--- config.mk ---
export PLATFORM = sky130hd
export DESIGN_NAME = char_lcd_nibble_sequencer
export DESIGN_NICKNAME = d
export VERILOG_FILES = /design/src/design/lcdseq_pkg.sv /design/src/design/lcdseq_dp.sv /design/src/design/lcdseq_ctrl.sv /design/src/design/char_lcd_nibble_sequencer.sv
export SDC_FILE = /design/constraint.sdc
export NUM_CORES = 1
export LEC_CHECK = 0
export BUFFER_PORTS_ARGS = -buffer_cell sky130_fd_sc_hd__buf_2
export CAP_MARGIN = 10
export CORE_MARGIN = 2
export CORE_UTILIZATION = 45
export DETAILED_ROUTE_END_ITERATION = 8
export PLACE_DENSITY_LB_ADDON = 0.08
export SYNTH_ARGS = -nofsm -noshare
export SYNTH_HDL_FRONTEND = slang
export SYNTH_HIERARCHICAL = 1
export SYNTH_SLANG_ARGS = --single-unit
--- constraint.sdc ---
create_clock -name clk -period 4.36 [get_ports clk]
set_clock_uncertainty 0.05 [all_clocks]
set_input_delay 0.654 -clock clk [delete_from_list [all_inputs] [get_ports clk]]
set_output_delay 0.654 -clock clk [all_outputs]
set_load 0.01 [all_outputs]
--- src/design/lcdseq_pkg.sv ---
// Shared types, op codes and command encodings of the LCD nibble sequencer.
package lcdseq_pkg;

	localparam logic [3:0] OP_CMD      = 4'd0;
	localparam logic [3:0] OP_CHAR     = 4'd1;
	localparam logic [3:0] OP_NIBBLE   = 4'd2;
	localparam logic [3:0] OP_CLEAR    = 4'd3;
	localparam logic [3:0] OP_HOME     = 4'd4;
	localparam logic [3:0] OP_DISPLAY  = 4'd5;
	localparam logic [3:0] OP_CURSOR   = 4'd6;
	localparam logic [3:0] OP_BLINK    = 4'd7;
	localparam logic [3:0] OP_POSITION = 4'd8;
	localparam logic [3:0] OP_BACKLT   = 4'd9;

	localparam logic [2:0] PIN_RS = 3'd0;
	localparam logic [2:0] PIN_EN = 3'd2;
	localparam logic [2:0] PIN_BL = 3'd3;
	localparam logic [2:0] PIN_D7 = 3'd7;

	localparam logic [4:0] COL_MAX = 5'd16;
	localparam logic [1:0] ROW_MAX = 2'd2;

	localparam logic [7:0] CMD_CLEAR   = 8'h01;
	localparam logic [7:0] CMD_HOME    = 8'h02;
	localparam logic [7:0] CMD_DISPCTL = 8'h08;
	localparam logic [7:0] CMD_DDRAM   = 8'h80;

	localparam logic [15:0] WAIT_US_EN   = 16'd50;
	localparam logic [15:0] WAIT_US_CMD  = 16'd2050;
	localparam logic [15:0] WAIT_US_HOME = 16'd7050;
	localparam logic [15:0] WAIT_US_NIB  = 16'd35050;

	typedef struct packed {
		logic [3:0] op;
		logic [7:0] value;
		logic       flag;
		logic [4:0] column;
		logic [1:0] row;
	} item_t;

	typedef struct packed {
		logic [7:0]  port_byte;
		logic [15:0] wait_us;
		logic        last;
	} beat_t;

	typedef enum logic [1:0] {
		LVL_ZERO,
		LVL_ONE,
		LVL_DATA,
		LVL_FLAG
	} level_sel_t;

	typedef enum logic [2:0] {
		WT_NONE,
		WT_EN,
		WT_CMD,
		WT_HOME,
		WT_NIB
	} wait_sel_t;

	typedef struct packed {
		logic       load;
		logic       reload;
		logic       emit;
		logic [2:0] pin;
		level_sel_t level;
		logic       nib_hi;
		wait_sel_t  wait_sel;
		logic       last;
	} cmd_t;

endpackage

--- src/design/lcdseq_dp.sv ---
// Datapath: port shadow, control bits, byte to send and the output beat register.
module lcdseq_dp (
	input  logic                clk,
	input  logic                arst_n,
	input  lcdseq_pkg::item_t   item,
	input  lcdseq_pkg::cmd_t    cmd,
	output logic                out_free,
	output logic                pin_wr_valid,
	input  logic                pin_wr_ready,
	output lcdseq_pkg::beat_t   pin_wr
);

	logic [7:0]         shadow_q;
	logic [2:0]         ctrl_q;
	logic [7:0]         byte_q;
	logic               flag_q;
	logic               valid_q;
	lcdseq_pkg::beat_t  beat_q;

	logic [3:0]  nib;
	logic        level;
	logic [7:0]  port_next;
	logic [15:0] wait_val;
	logic [2:0]  mask;
	logic [2:0]  ctrl_new;
	logic [7:0]  row_base;
	logic [7:0]  load_byte;

	assign nib      = cmd.nib_hi ? byte_q[7:4] : byte_q[3:0];
	assign out_free = !valid_q || pin_wr_ready;

	always_comb begin
		case (cmd.level)
			lcdseq_pkg::LVL_ZERO: level = 1'b0;
			lcdseq_pkg::LVL_ONE:  level = 1'b1;
			lcdseq_pkg::LVL_DATA: level = nib[cmd.pin[1:0]];
			lcdseq_pkg::LVL_FLAG: level = flag_q;
			default:              level = 1'b0;
		endcase
		port_next = shadow_q;
		port_next[cmd.pin] = level;
	end

	always_comb begin
		case (cmd.wait_sel)
			lcdseq_pkg::WT_NONE: wait_val = '0;
			lcdseq_pkg::WT_EN:   wait_val = lcdseq_pkg::WAIT_US_EN;
			lcdseq_pkg::WT_CMD:  wait_val = lcdseq_pkg::WAIT_US_CMD;
			lcdseq_pkg::WT_HOME: wait_val = lcdseq_pkg::WAIT_US_HOME;
			lcdseq_pkg::WT_NIB:  wait_val = lcdseq_pkg::WAIT_US_NIB;
			default:             wait_val = '0;
		endcase
	end

	always_comb begin
		case (item.op)
			lcdseq_pkg::OP_DISPLAY: mask = 3'b100;
			lcdseq_pkg::OP_CURSOR:  mask = 3'b010;
			lcdseq_pkg::OP_BLINK:   mask = 3'b001;
			default:                mask = 3'b000;
		endcase
		ctrl_new = item.flag ? (ctrl_q | mask) : (ctrl_q & ~mask);
		case (item.row)
			2'd0:    row_base = 8'h00;
			2'd1:    row_base = 8'h40;
			2'd2:    row_base = 8'h14;
			default: row_base = 8'h54;
		endcase
		case (item.op)
			lcdseq_pkg::OP_NIBBLE:   load_byte = {4'd0, item.value[3:0]};
			lcdseq_pkg::OP_CLEAR:    load_byte = lcdseq_pkg::CMD_CLEAR;
			lcdseq_pkg::OP_HOME:     load_byte = lcdseq_pkg::CMD_HOME;
			lcdseq_pkg::OP_DISPLAY,
			lcdseq_pkg::OP_CURSOR,
			lcdseq_pkg::OP_BLINK:    load_byte = lcdseq_pkg::CMD_DISPCTL | {5'd0, ctrl_new};
			lcdseq_pkg::OP_POSITION: load_byte = (lcdseq_pkg::CMD_DDRAM | row_base)
				+ {3'd0, item.column};
			default:                 load_byte = item.value;
		endcase
	end

	always_ff @(posedge clk or negedge arst_n) begin
		if (!arst_n) begin
			shadow_q <= '0;
			ctrl_q   <= '0;
			valid_q  <= 1'b0;
		end else begin
			if (cmd.load) begin
				ctrl_q <= ctrl_new;
			end
			if (cmd.emit) begin
				shadow_q <= port_next;
				valid_q  <= 1'b1;
			end else if (pin_wr_ready) begin
				valid_q <= 1'b0;
			end
		end
	end

	always_ff @(posedge clk) begin
		if (cmd.load) begin
			byte_q <= load_byte;
			flag_q <= item.flag;
		end else if (cmd.reload) begin
			byte_q <= lcdseq_pkg::CMD_HOME;
		end
		if (cmd.emit) begin
			beat_q.port_byte <= port_next;
			beat_q.wait_us   <= wait_val;
			beat_q.last      <= cmd.last;
		end
	end

	assign pin_wr_valid = valid_q;
	assign pin_wr       = beat_q;

endmodule

--- src/design/lcdseq_ctrl.sv ---
// Controller: steps each op through its run of single-pin writes.
module lcdseq_ctrl (
	input  logic               clk,
	input  logic               arst_n,
	input  logic               item_valid,
	output logic               item_ready,
	input  lcdseq_pkg::item_t  item,
	input  logic               out_free,
	output lcdseq_pkg::cmd_t   cmd
);

	typedef enum logic [2:0] {
		S_IDLE,
		S_SETUP,
		S_RS,
		S_HI,
		S_LO,
		S_BL
	} state_t;

	typedef enum logic [2:0] {
		K_NONE,
		K_CMD,
		K_CHAR,
		K_NIB,
		K_CLEAR,
		K_HOME,
		K_BL
	} kind_t;

	state_t     state_q;
	kind_t      kind_q;
	logic [2:0] step_q;
	logic       second_q;

	kind_t      kind_in;
	logic       accept;
	logic       pos_ok;
	logic       clear_first;

	assign item_ready  = (state_q == S_IDLE);
	assign accept      = item_valid && item_ready;
	assign pos_ok      = (item.column <= lcdseq_pkg::COL_MAX) && (item.row <= lcdseq_pkg::ROW_MAX);
	assign clear_first = (kind_q == K_CLEAR) && !second_q;

	always_comb begin
		case (item.op)
			lcdseq_pkg::OP_CMD,
			lcdseq_pkg::OP_DISPLAY,
			lcdseq_pkg::OP_CURSOR,
			lcdseq_pkg::OP_BLINK:    kind_in = K_CMD;
			lcdseq_pkg::OP_POSITION: kind_in = pos_ok ? K_CMD : K_NONE;
			lcdseq_pkg::OP_CHAR:     kind_in = K_CHAR;
			lcdseq_pkg::OP_NIBBLE:   kind_in = K_NIB;
			lcdseq_pkg::OP_CLEAR:    kind_in = K_CLEAR;
			lcdseq_pkg::OP_HOME:     kind_in = K_HOME;
			lcdseq_pkg::OP_BACKLT:   kind_in = K_BL;
			default:                 kind_in = K_NONE;
		endcase
	end

	always_comb begin
		cmd          = '0;
		cmd.load     = accept;
		cmd.level    = lcdseq_pkg::LVL_ZERO;
		cmd.wait_sel = lcdseq_pkg::WT_NONE;
		cmd.nib_hi   = (state_q == S_HI);
		case (state_q)
			S_SETUP: begin
				cmd.emit = out_free;
				cmd.pin  = step_q;
			end
			S_RS: begin
				cmd.emit  = out_free;
				cmd.pin   = lcdseq_pkg::PIN_RS;
				cmd.level = lcdseq_pkg::LVL_ONE;
			end
			S_HI, S_LO: begin
				cmd.emit = out_free;
				if (step_q <= 3'd3) begin
					cmd.pin   = lcdseq_pkg::PIN_D7 - step_q;
					cmd.level = lcdseq_pkg::LVL_DATA;
				end else if (step_q == 3'd4) begin
					cmd.pin      = lcdseq_pkg::PIN_EN;
					cmd.level    = lcdseq_pkg::LVL_ONE;
					cmd.wait_sel = lcdseq_pkg::WT_EN;
				end else begin
					cmd.pin      = lcdseq_pkg::PIN_EN;
					cmd.wait_sel = lcdseq_pkg::WT_EN;
					if (state_q == S_LO) begin
						cmd.last   = !clear_first;
						cmd.reload = clear_first && out_free;
						case (kind_q)
							K_CMD:   cmd.wait_sel = lcdseq_pkg::WT_CMD;
							K_NIB:   cmd.wait_sel = lcdseq_pkg::WT_NIB;
							K_HOME:  cmd.wait_sel = lcdseq_pkg::WT_HOME;
							K_CLEAR: cmd.wait_sel = second_q ? lcdseq_pkg::WT_HOME
								: lcdseq_pkg::WT_CMD;
							default: cmd.wait_sel = lcdseq_pkg::WT_EN;
						endcase
					end
				end
			end
			S_BL: begin
				cmd.emit  = out_free;
				cmd.pin   = lcdseq_pkg::PIN_BL;
				cmd.level = lcdseq_pkg::LVL_FLAG;
				cmd.last  = 1'b1;
			end
			default: begin
				cmd.emit = 1'b0;
			end
		endcase
	end

	always_ff @(posedge clk or negedge arst_n) begin
		if (!arst_n) begin
			state_q  <= S_IDLE;
			kind_q   <= K_NONE;
			step_q   <= '0;
			second_q <= 1'b0;
		end else begin
			case (state_q)
				S_IDLE: begin
					if (accept) begin
						kind_q   <= kind_in;
						step_q   <= '0;
						second_q <= 1'b0;
						case (kind_in)
							K_CMD, K_NIB, K_CLEAR, K_HOME: state_q <= S_SETUP;
							K_CHAR:                        state_q <= S_RS;
							K_BL:                          state_q <= S_BL;
							default:                       state_q <= S_IDLE;
						endcase
					end
				end
				S_SETUP: begin
					if (out_free) begin
						if (step_q == 3'd2) begin
							step_q  <= '0;
							state_q <= (kind_q == K_NIB) ? S_LO : S_HI;
						end else begin
							step_q <= step_q + 3'd1;
						end
					end
				end
				S_RS: begin
					if (out_free) begin
						state_q <= S_HI;
					end
				end
				S_HI, S_LO: begin
					if (out_free) begin
						if (step_q == 3'd5) begin
							step_q <= '0;
							if (state_q == S_HI) begin
								state_q <= S_LO;
							end else if (clear_first) begin
								second_q <= 1'b1;
								state_q  <= S_SETUP;
							end else begin
								state_q <= S_IDLE;
							end
						end else begin
							step_q <= step_q + 3'd1;
						end
					end
				end
				S_BL: begin
					if (out_free) begin
						state_q <= S_IDLE;
					end
				end
				default: begin
					state_q <= S_IDLE;
				end
			endcase
		end
	end

endmodule

--- src/design/char_lcd_nibble_sequencer.sv ---
// Top level of the character LCD 4-bit sequencer: controller plus datapath.
// The first port write beat is registered from the state that the controller enters on taking the op beat.
// Throughput: one port write per cycle while the output beat register is free to take it.
// The controller walks one op at a time; the next op is taken once its last write is staged.
// Rejected positions and unused op codes are taken in idle and give no beats.
// Reset clears the port shadow and the display control bits to zero.
module char_lcd_nibble_sequencer (
	input  logic               clk,
	input  logic               arst_n,
	input  logic               item_valid,
	output logic               item_ready,
	input  lcdseq_pkg::item_t  item,
	output logic               pin_wr_valid,
	input  logic               pin_wr_ready,
	output lcdseq_pkg::beat_t  pin_wr
);

	lcdseq_pkg::cmd_t cmd;
	logic             out_free;

	lcdseq_ctrl u_ctrl (
		.clk        (clk),
		.arst_n     (arst_n),
		.item_valid (item_valid),
		.item_ready (item_ready),
		.item       (item),
		.out_free   (out_free),
		.cmd        (cmd)
	);

	lcdseq_dp u_dp (
		.clk          (clk),
		.arst_n       (arst_n),
		.item         (item),
		.cmd          (cmd),
		.out_free     (out_free),
		.pin_wr_valid (pin_wr_valid),
		.pin_wr_ready (pin_wr_ready),
		.pin_wr       (pin_wr)
	);

endmodule

==> results of run 1 <==
==> sequential cells by signal, summed over array words and instances (netlist names), 3 cells and up <==
register,cells
u_dp/byte_q,8
u_ctrl/step_q,3
u_ctrl/state_q,3
u_ctrl/kind_q,3
u_dp/ctrl_q,3
u_dp/pin_wr,16
u_dp/shadow_q,8
==> cell families after synthesis <==
kind of cell | after synthesis
and+or+nand+nor | 118
AOI/OAI and AO/OA | 111
DFF | 47
buffers and inverters | 43
muxes | 10
adders and majority gates | 5
xor gates and xnor gates | 2
other | 1
==> layout make-up <==
type	instances	area, um2
Inverter	11	41.3
Timing Repair Buffer	49	255
Fill cell	639	3320
Clock inverter	1	8.76
Tap cell	80	100
Multi-Input combinational cell	251	1570
Sequential cell	47	1300
Clock buffer	7	86.3
==> stage by stage <==
stage,setup WS [ps],hold WS [ps],util
after floorplan,1480,308,-
after global placement,1200,426,0.489
after detailed placement,1130,443,0.489
after CTS,1100,319,0.503
after global routing,853,321,0.503
final,1090,292,0.503
==> placed cells by master, fill, tap and decap left out, types with 3 or more instances in the layout <==
| cell | Yosys | routed |
|---|---|---|
| sky130_fd_sc_hd__a41oi_1 | 4 | 4 |
| sky130_fd_sc_hd__o22ai_1 | 3 | 3 |
| sky130_fd_sc_hd__nor3_1 | 7 | 7 |
| sky130_fd_sc_hd__nand2_1 | 32 | 32 |
| sky130_fd_sc_hd__o21a_1 | 3 | 3 |
| sky130_fd_sc_hd__a21oi_1 | 26 | 26 |
| sky130_fd_sc_hd__nor3b_1 | 4 | 4 |
| sky130_fd_sc_hd__nand3b_1 | 4 | 4 |
| sky130_fd_sc_hd__mux2i_1 | 6 | 6 |
| sky130_fd_sc_hd__o21ai_1 | 5 | 5 |
| sky130_fd_sc_hd__nand3_1 | 4 | 4 |
| sky130_fd_sc_hd__mux2_2 | 3 | 3 |
| sky130_fd_sc_hd__edfxtp_1 | 25 | 25 |
| sky130_fd_sc_hd__o31ai_1 | 3 | 3 |
| sky130_fd_sc_hd__conb_1 | 1 | 5 |
| sky130_fd_sc_hd__o21ai_0 | 21 | 21 |
| sky130_fd_sc_hd__or2_2 | 3 | 3 |
| sky130_fd_sc_hd__a211oi_1 | 4 | 4 |
| sky130_fd_sc_hd__nor2b_1 | 10 | 10 |
| sky130_fd_sc_hd__ha_1 | 4 | 4 |
| sky130_fd_sc_hd__buf_4 | 10 | 4 |
| sky130_fd_sc_hd__dfrtp_1 | 22 | 22 |
| sky130_fd_sc_hd__inv_1 | 11 | 11 |
| sky130_fd_sc_hd__buf_2 | 3 | 45 |
| sky130_fd_sc_hd__a22oi_1 | 4 | 4 |
| sky130_fd_sc_hd__a22o_1 | 4 | 4 |
| sky130_fd_sc_hd__nand2b_1 | 8 | 8 |
| sky130_fd_sc_hd__nor2_1 | 29 | 28 |
| sky130_fd_sc_hd__clkbuf_8 | 1 | 6 |
| sky130_fd_sc_hd__a31oi_1 | 15 | 15 |
==> where the power goes <==
group / total (mW) / internal [mW] / switching, mW
Combinational: 1.04 / 0.412 / 0.625
Sequential: 0.826 / 0.693 / 0.133
Clock: 0.271 / 0.130 / 0.141
Total: 2.14 / 1.24 / 0.899
==> layer usage <==
layer	part of all wire	wire, um	track usage	vias to the layer above
met1	0.49	3190	0.256	1190
met2	0.45	2960	0.278	91
li1	-	-	-	1282
met5	0	0	0	-
met3	0.049	317	0.0286	6
met4	0.0097	63	0.0440	0
==> critical path, delay by kind of cell, from the launching register on <==
kind | cells | cell delay (ps)
buffers and inverters | 2 | 390
AND/OR/NAND/NOR | 3 | 810
flip-flops | 1 | 650
AO/OA/AOI/OAI | 4 | 1130
==> final timing paths <==
path                                                     from                            end  slack [ps]  depth (start not counted)
worst max-delay path            u_ctrl/state_q[0]$_DFFE_PN0P_      u_dp/pin_wr[17]$_DFFE_PP_        1090                          9
worst min-delay path                                   arst_n  u_ctrl/state_q[2]$_DFFE_PN0P_         290                          1
worst max register to register  u_ctrl/state_q[0]$_DFFE_PN0P_      u_dp/pin_wr[17]$_DFFE_PP_        1090                          9
worst min register to register    u_ctrl/second_q$_DFFE_PN0P_    u_ctrl/second_q$_DFFE_PN0P_         460                          2
max in group asynchronous                              arst_n   u_dp/shadow_q[1]$_DFFE_PN0P_        3590                          1
min in group clk                  u_ctrl/second_q$_DFFE_PN0P_    u_ctrl/second_q$_DFFE_PN0P_         460                          2
==> flow_summary.html, run 1 <==
<table>
<tr><th>Metric</th><th>Value</th></tr>
<tr><th colspan="2">Clock tree</th></tr>
<tr><td>Post-CTS Setup Bufs</td><td>0</td></tr>
<tr><td>Clock insertion delay at the later pin of the skew report</td><td>290 ps</td></tr>
<tr><td># hold bufs at CTS</td><td>0</td></tr>
<tr><td>Depth of the CTS H-tree</td><td>2</td></tr>
<tr><td>Buffer levels on the longest clock path</td><td>2</td></tr>
<tr><td>Sink Count</td><td>47</td></tr>
<tr><td>Cts bufs inserted</td><td>5</td></tr>
<tr><td>Cts repair resizes</td><td>0</td></tr>
<tr><td>Clock transition at the registers of the reported paths</td><td>90 ps</td></tr>
<tr><td>Clock tree from TritonCTS</td><td>done</td></tr>
<tr><td>Master cell of the clock root buffer</td><td>sky130_fd_sc_hd__clkbuf_8</td></tr>
<tr><th colspan="2">Setup path</th></tr>
<tr><td>Nature of the critical path endpoint</td><td>flop</td></tr>
<tr><td>Longest individual stage delay on the worst path</td><td>650 ps</td></tr>
<tr><td>Arrival time at the worst endpoint</td><td>3270 ps</td></tr>
<tr><td>Max stage delay cell, worst path</td><td>sky130_fd_sc_hd__dfrtp_1</td></tr>
<tr><td>Required time at the endpoint of the critical path</td><td>4350 ps</td></tr>
<tr><td>Cell-by-cell listing of the critical path</td><td>and2b_1, and2_1, nand2_1, o22ai_1, buf_4, inv_1, o311a_4, a211o_1, o32a_1</td></tr>
<tr><td>Crit start category</td><td>flop</td></tr>
<tr><td>Worst Setup Path Type</td><td>flop to flop</td></tr>
<tr><td>Maximum fanout count along the critical path</td><td>18</td></tr>
<tr><th colspan="2">Routing</th></tr>
<tr><td>First DRT Iteration DRCs</td><td>222</td></tr>
<tr><td>Routed Antenna Nets</td><td>0</td></tr>
<tr><td>DRC errors left</td><td>0</td></tr>
<tr><td>Vias</td><td>2,569</td></tr>
<tr><td>Number of search-and-repair iterations in the first detailed-routing pass</td><td>5</td></tr>
<tr><td>DRT Wirelength</td><td>6530 um</td></tr>
<tr><td>Via-per-instance ratio</td><td>5.76</td></tr>
<tr><td>Average wire length per cell after detail routing</td><td>14.6 um</td></tr>
<tr><th colspan="2">Synthesis</th></tr>
<tr><td>Mean cell area of the mapped netlist</td><td>9.10 um2</td></tr>
<tr><td>Post-synthesis share of cell area spent on xor and xnor gates</td><td>0.00571</td></tr>
<tr><td>Commonest cells in the netlist</td><td>sky130_fd_sc_hd__nand2_1 (32), sky130_fd_sc_hd__nor2_1 (29), sky130_fd_sc_hd__a21oi_1 (26), sky130_fd_sc_hd__edfxtp_1 (25), sky130_fd_sc_hd__dfrtp_1 (22)</td></tr>
<tr><td>Main combinational cell family by area after synthesis</td><td>compound AO/OA/AOI/OAI gates</td></tr>
<tr><td>Count of mapped cells out of synthesis</td><td>337</td></tr>
<tr><td>Sequential share of the synthesized area</td><td>0.424</td></tr>
<tr><td>Count of different cell masters after synthesis</td><td>67</td></tr>
<tr><td>Most numerous cell in the Yosys netlist</td><td>sky130_fd_sc_hd__nand2_1</td></tr>
<tr><td>Most instantiated flip-flop cell in the synthesis netlist</td><td>sky130_fd_sc_hd__edfxtp_1</td></tr>
<tr><td>Compound-cell area share of the yosys netlist</td><td>0.245</td></tr>
<tr><td>Count of flip-flops with a built-in enable after synthesis</td><td>25</td></tr>
<tr><td>Post-Synth Adder-Cell Area</td><td>0.0196</td></tr>
<tr><td>Flip-flop and latch count after synthesis</td><td>47</td></tr>
<tr><td>Fraction of registers with async set or reset after synthesis</td><td>0.468</td></tr>
<tr><td>Multiplexer fraction of the synthesized cell area</td><td>0.0355</td></tr>
<tr><td>Summed instance area of the synthesized netlist</td><td>0.00307 mm2</td></tr>
<tr><td>Simple-gate share of the synthesized area</td><td>0.199</td></tr>
<tr><td>Synth top area share</td><td>0.245</td></tr>
<tr><td>Count of warnings emitted by yosys</td><td>6</td></tr>
<tr><td>Most area-consuming cells after synthesis</td><td>sky130_fd_sc_hd__edfxtp_1 (24%), sky130_fd_sc_hd__dfrtp_1 (18%), sky130_fd_sc_hd__a21oi_1 (4.2%)</td></tr>
<tr><td>Largest area contributor in the synthesized netlist</td><td>sky130_fd_sc_hd__edfxtp_1</td></tr>
<tr><th colspan="2">Timing</th></tr>
<tr><td>Final hold violations</td><td>0</td></tr>
<tr><td>Final sum of negative setup slack</td><td>0 ps</td></tr>
<tr><td>Highest clock rate</td><td>305 MHz</td></tr>
<tr><td>Setup repair after global routing missed its margin</td><td>false</td></tr>
<tr><td>Count of final setup violators</td><td>0</td></tr>
<tr><td>Worst max-slew margin expressed relative to the limit</td><td>0.568</td></tr>
<tr><td>Final count of pins violating max slew</td><td>0</td></tr>
<tr><td>Min cycle time layout</td><td>3270 ps</td></tr>
<tr><td>Pin slew with the least headroom to its limit</td><td>647 ps</td></tr>
<tr><td>Final period util</td><td>0.751</td></tr>
<tr><th colspan="2">Global route</th></tr>
<tr><td>Initial antenna violation count</td><td>0</td></tr>
<tr><td>Total routing usage reported by global routing</td><td>0.177</td></tr>
<tr><td>First-pass GRT wire length</td><td>10,700 um</td></tr>
<tr><td>Remaining global-route overflow</td><td>0</td></tr>
<tr><td>Maximum number of pins on one net before global-route repair</td><td>24</td></tr>
<tr><td>Number of global-route vias before repair</td><td>2,293</td></tr>
<tr><th colspan="2">Final layout</th></tr>
<tr><td>Finished Cell Area</td><td>0.00336 mm2</td></tr>
<tr><td>Number of diodes</td><td>0</td></tr>
<tr><td>Synth-to-layout area growth</td><td>9.67%</td></tr>
<tr><td>Layout cell share with drive strength beyond 1</td><td>0.205</td></tr>
<tr><td>Final net count</td><td>393</td></tr>
<tr><td>Final std cells w/o fill</td><td>446</td></tr>
<tr><th colspan="2">Status</th></tr>
<tr><td>Result of the run</td><td>finished clean</td></tr>
<tr><th colspan="2">Place</th></tr>
<tr><td>Inst Count DP</td><td>438</td></tr>
<tr><td>Final HPWL DP</td><td>4790 um</td></tr>
<tr><td>GP Congestion</td><td>0.847</td></tr>
<tr><td>Dpl cell area</td><td>0.00327 mm2</td></tr>
<tr><td>Number of input and output port buffers inserted</td><td>45</td></tr>
<tr><th colspan="2">Power</th></tr>
<tr><td>Total power</td><td>2.14 mW</td></tr>
<tr><td>Worst IR Drop VDD</td><td>0.000196 V</td></tr>
<tr><td>Leakage power total</td><td>1.35 nW</td></tr>
<tr><td>P per Cell Area</td><td>635 mW/mm2</td></tr>
<tr><th colspan="2">Run</th></tr>
<tr><td>Max-cap viol count</td><td>0</td></tr>
<tr><th colspan="2">Floorplanning</th></tr>
<tr><td>Placeable core region</td><td>0.00668 mm2</td></tr>
<tr><td>I/O Pins</td><td>51</td></tr>
<tr><td>Die ar.</td><td>0.00749 mm2</td></tr>
<tr><td>Floorplan row count</td><td>30</td></tr>
<tr><td>Effective utilization at floorplan</td><td>0.459</td></tr>
<tr><td>Die Y-Extent</td><td>86.5 um</td></tr>
<tr><td>Floorplan die width</td><td>86.5 um</td></tr>
<tr><th colspan="2">Hold path</th></tr>
<tr><td>Path type of the worst min-delay path</td><td>primary input to asynchronous set/reset pin</td></tr>
</table>
Note: power is estimated with default switching activity, not from simulation.
==> run 2, diff against run 1 <==
Clock period 4.36 ns to 3.35 ns, I/O delays scaled along.
==> flow_summary.html, run 2 (synthesis results as in run 1) <==
<table>
<tr><th>Metric</th><th>Value</th></tr>
<tr><th colspan="2">Status</th></tr>
<tr><td>Result of the run</td><td>finished clean</td></tr>
<tr><th colspan="2">Place</th></tr>
<tr><td>GP Congestion</td><td>0.809 (-4.5%)</td></tr>
<tr><td>Dpl cell area</td><td>0.00330 mm2 (+1.1%)</td></tr>
<tr><td>Inst Count DP</td><td>443 (+1.1%)</td></tr>
<tr><td>Number of input and output port buffers inserted</td><td>45 (unchanged)</td></tr>
<tr><td>Final HPWL DP</td><td>4770 um (-0.33%)</td></tr>
<tr><td>Pre-CTS setup slack</td><td>430 ps (-703 ps)</td></tr>
<tr><th colspan="2">Clock tree</th></tr>
<tr><td>Sink Count</td><td>47 (unchanged)</td></tr>
<tr><td>Buffer levels on the longest clock path</td><td>2 (unchanged)</td></tr>
<tr><td>Post-CTS Setup Bufs</td><td>0 (unchanged)</td></tr>
<tr><td>Clock insertion delay at the later pin of the skew report</td><td>300 ps (about the same)</td></tr>
<tr><td>Cts repair resizes</td><td>0 (unchanged)</td></tr>
<tr><td>Cts bufs inserted</td><td>5 (unchanged)</td></tr>
<tr><td>Clock transition at the registers of the reported paths</td><td>90 ps (about the same)</td></tr>
<tr><td>Clock tree from TritonCTS</td><td>done</td></tr>
<tr><td>Depth of the CTS H-tree</td><td>2 (unchanged)</td></tr>
<tr><td># hold bufs at CTS</td><td>0 (unchanged)</td></tr>
<tr><td>Master cell of the clock root buffer</td><td>sky130_fd_sc_hd__clkbuf_8</td></tr>
<tr><th colspan="2">Timing</th></tr>
<tr><td>Worst Setup Slack, final</td><td>382 ps (-704 ps)</td></tr>
<tr><td>Final sum of negative setup slack</td><td>0 ps (unchanged)</td></tr>
<tr><td>Hold slack final</td><td>134 ps (-158 ps)</td></tr>
<tr><td>Count of final setup violators</td><td>0 (unchanged)</td></tr>
<tr><td>Worst max-slew margin expressed relative to the limit</td><td>0.582 (+0.0138)</td></tr>
<tr><td>Min cycle time layout</td><td>2970 ps (-306 ps)</td></tr>
<tr><td>Pin slew with the least headroom to its limit</td><td>626 ps (-21.3 ps)</td></tr>
<tr><td>Setup repair after global routing missed its margin</td><td>false</td></tr>
<tr><td>Final count of pins violating max slew</td><td>0 (unchanged)</td></tr>
<tr><td>Final hold violations</td><td>0 (unchanged)</td></tr>
<tr><td>Highest clock rate</td><td>337 MHz (+10%)</td></tr>
<tr><td>Final period util</td><td>0.886 (+0.135)</td></tr>
<tr><th colspan="2">Final layout</th></tr>
<tr><td>Combined area of the multi-input logic cells</td><td>0.00157 mm2 (unchanged)</td></tr>
<tr><td>Most frequent cells in the layout</td><td>sky130_fd_sc_hd__buf_2 (45), sky130_fd_sc_hd__nand2_1 (32), sky130_fd_sc_hd__nor2_1 (28), sky130_fd_sc_hd__a21oi_1 (26), sky130_fd_sc_hd__edfxtp_1 (25)</td></tr>
<tr><td>Final core utilization</td><td>0.513 (+0.00955)</td></tr>
<tr><td>Final std cells w/o fill</td><td>451 (+1.1%)</td></tr>
<tr><td>Synth-to-layout area growth</td><td>11.8%</td></tr>
<tr><td>Number of diodes</td><td>0 (unchanged)</td></tr>
<tr><td>Filler instances</td><td>659 (+3.1%)</td></tr>
<tr><td>Number of flip-flops under the largest register name</td><td>16 (unchanged)</td></tr>
<tr><td>Final net count</td><td>398 (+1.3%)</td></tr>
<tr><td>Finished Cell Area</td><td>0.00343 mm2 (+1.9%)</td></tr>
<tr><td>Commonest non-fill, non-tap cell in the layout</td><td>sky130_fd_sc_hd__buf_2</td></tr>
<tr><td>Reg area</td><td>0.00130 mm2 (unchanged)</td></tr>
<tr><td>Layout cell share with drive strength beyond 1</td><td>0.218 (+0.0134)</td></tr>
<tr><th colspan="2">Routing</th></tr>
<tr><td>Number of search-and-repair iterations in the first detailed-routing pass</td><td>5 (unchanged)</td></tr>
<tr><td>Routed Antenna Nets</td><td>0 (unchanged)</td></tr>
<tr><td>Vias</td><td>2,574 (+0.19%)</td></tr>
<tr><td>Via-per-instance ratio</td><td>5.71 (-0.92%)</td></tr>
<tr><td>DRC errors left</td><td>0 (unchanged)</td></tr>
<tr><td>DRT Wirelength</td><td>6380 um (-2.2%)</td></tr>
<tr><td>Average wire length per cell after detail routing</td><td>14.2 um (-3.3%)</td></tr>
<tr><td>First DRT Iteration DRCs</td><td>168 (-24%)</td></tr>
<tr><th colspan="2">Setup path</th></tr>
<tr><td>Maximum fanout count along the critical path</td><td>12 (-6)</td></tr>
<tr><td>Crit start category</td><td>flop</td></tr>
<tr><td>Worst Setup Path Type</td><td>flop to flop</td></tr>
<tr><td>Nature of the critical path endpoint</td><td>flop</td></tr>
<tr><td>Required time at the endpoint of the critical path</td><td>3360 ps (-990 ps)</td></tr>
<tr><td>Arrival time at the worst endpoint</td><td>2980 ps (-290 ps)</td></tr>
<tr><th colspan="2">Global route</th></tr>
<tr><td>Initial antenna violation count</td><td>0 (unchanged)</td></tr>
<tr><td>Met3 usage</td><td>0.0314 (+0.00286)</td></tr>
<tr><td>Met1 GRT Util</td><td>0.251 (-0.00440)</td></tr>
<tr><td>Number of global-route vias before repair</td><td>2,283 (-0.44%)</td></tr>
<tr><td>First-pass GRT wire length</td><td>10,700 um (about the same)</td></tr>
<tr><td>Busiest layer in global routing</td><td>met2</td></tr>
<tr><td>Met2 capacity usage during global routing</td><td>0.283 (+0.00490)</td></tr>
<tr><td>Remaining global-route overflow</td><td>0 (unchanged)</td></tr>
<tr><td>Maximum number of pins on one net before global-route repair</td><td>24 (unchanged)</td></tr>
<tr><td>Total routing usage reported by global routing</td><td>0.178 (+0.00131)</td></tr>
<tr><th colspan="2">Power</th></tr>
<tr><td>Clock share of power</td><td>0.151 (+0.024)</td></tr>
<tr><td>Combinational power share</td><td>0.491 (+0.005)</td></tr>
<tr><td>Total power</td><td>2.89 mW (+35%)</td></tr>
<tr><td>Switching power</td><td>1.18 mW (+31%)</td></tr>
<tr><td>Leakage power total</td><td>1.39 nW (+2.9%)</td></tr>
<tr><td>Design internal power</td><td>1.71 mW (+38%)</td></tr>
<tr><td>Worst IR Drop VDD</td><td>0.000229 V (+17%)</td></tr>
<tr><td>P per Cell Area</td><td>844 mW/mm2 (+33%)</td></tr>
<tr><td>Sequential share of power</td><td>0.358 (-0.029)</td></tr>
<tr><td>Net switching fraction of the power</td><td>0.409 (-0.0125)</td></tr>
<tr><th colspan="2">Floorplanning</th></tr>
<tr><td>Effective utilization at floorplan</td><td>0.459 (unchanged)</td></tr>
<tr><td>Die ar.</td><td>0.00749 mm2 (unchanged)</td></tr>
<tr><td>I/O Pins</td><td>51 (unchanged)</td></tr>
<tr><td>Die Y-Extent</td><td>86.5 um (unchanged)</td></tr>
<tr><td>Floorplan row count</td><td>30 (unchanged)</td></tr>
<tr><td>Placeable core region</td><td>0.00668 mm2 (unchanged)</td></tr>
<tr><td>Floorplan die width</td><td>86.5 um (unchanged)</td></tr>
<tr><th colspan="2">Run</th></tr>
<tr><td>Max-cap viol count</td><td>0 (unchanged)</td></tr>
<tr><th colspan="2">Hold path</th></tr>
<tr><td>Path type of the worst min-delay path</td><td>primary input to asynchronous set/reset pin</td></tr>
</table>
-- run 2: cell types whose count changed in the layout (fill, tap and decap cells not counted) --
cell / delta
sky130_fd_sc_hd__buf_4: +5
sky130_fd_sc_hd__bufinv_16: +1
sky130_fd_sc_hd__clkbuf_1: -1
sky130_fd_sc_hd__clkinv_4: -1
sky130_fd_sc_hd__inv_6: +1
-- run 2: worst paths after layout --
check	slack, ps	cells past startpoint	start	to
hold / removal	130	1	arst_n	u_ctrl/state_q[2]$_DFFE_PN0P_
setup reg to reg	380	10	u_ctrl/step_q[0]$_DFFE_PN0P_	u_dp/pin_wr[17]$_DFFE_PP_
hold reg to reg	450	2	u_dp/ctrl_q[1]$_DFFE_PN0P_	u_dp/ctrl_q[1]$_DFFE_PN0P_
min in group clk	380	1	item[7]	u_dp/flag_q$_DFFE_PP_
max in group asynchronous	2740	1	arst_n	u_dp/ctrl_q[2]$_DFFE_PN0P_
setup / recovery	380	10	u_ctrl/step_q[0]$_DFFE_PN0P_	u_dp/pin_wr[17]$_DFFE_PP_
-- run 2: routing by layer --
metal	vias to the layer above	wire, um
met5	-	0
met4	0	73
met3	9	327
met2	90	2860
met1	1182	3120
li1	1293	-
-- run 2: final cells by class --
class / instances / share of cell area
tap: 80 / 0.0292
sequential: 47 / 0.380
multi-input combinational: 251 / 0.458
inverter: 11 / 0.0121
clock buffer: 6 / 0.0241
clock inverter: 2 / 0.0113
timing repair buffer: 54 / 0.0855
-- run 2: worst max-delay path, stage by stage, from the launching register on --
cell	delay, ps
sky130_fd_sc_hd__dfrtp_1	550
sky130_fd_sc_hd__and2_1	200
sky130_fd_sc_hd__ha_1	180
sky130_fd_sc_hd__inv_1	70
sky130_fd_sc_hd__o21ai_0	150
sky130_fd_sc_hd__nand2_1	150
sky130_fd_sc_hd__o22ai_1	230
sky130_fd_sc_hd__inv_1	170
sky130_fd_sc_hd__o311a_4	400
sky130_fd_sc_hd__a211o_1	290
sky130_fd_sc_hd__o32a_1	290
-- run 2: power groups by stage --
stage / Sequential (mW) / Combinational [mW] / Clock, mW
global route: 1.06 / 1.57 / 0.478
finish: 1.04 / 1.42 / 0.436
CTS: 1.04 / 1.42 / 0.456
global placement: 1.04 / 1.42 / 0
floorplan: 1.06 / 1.06 / 0
detailed placement: 1.05 / 1.42 / 0
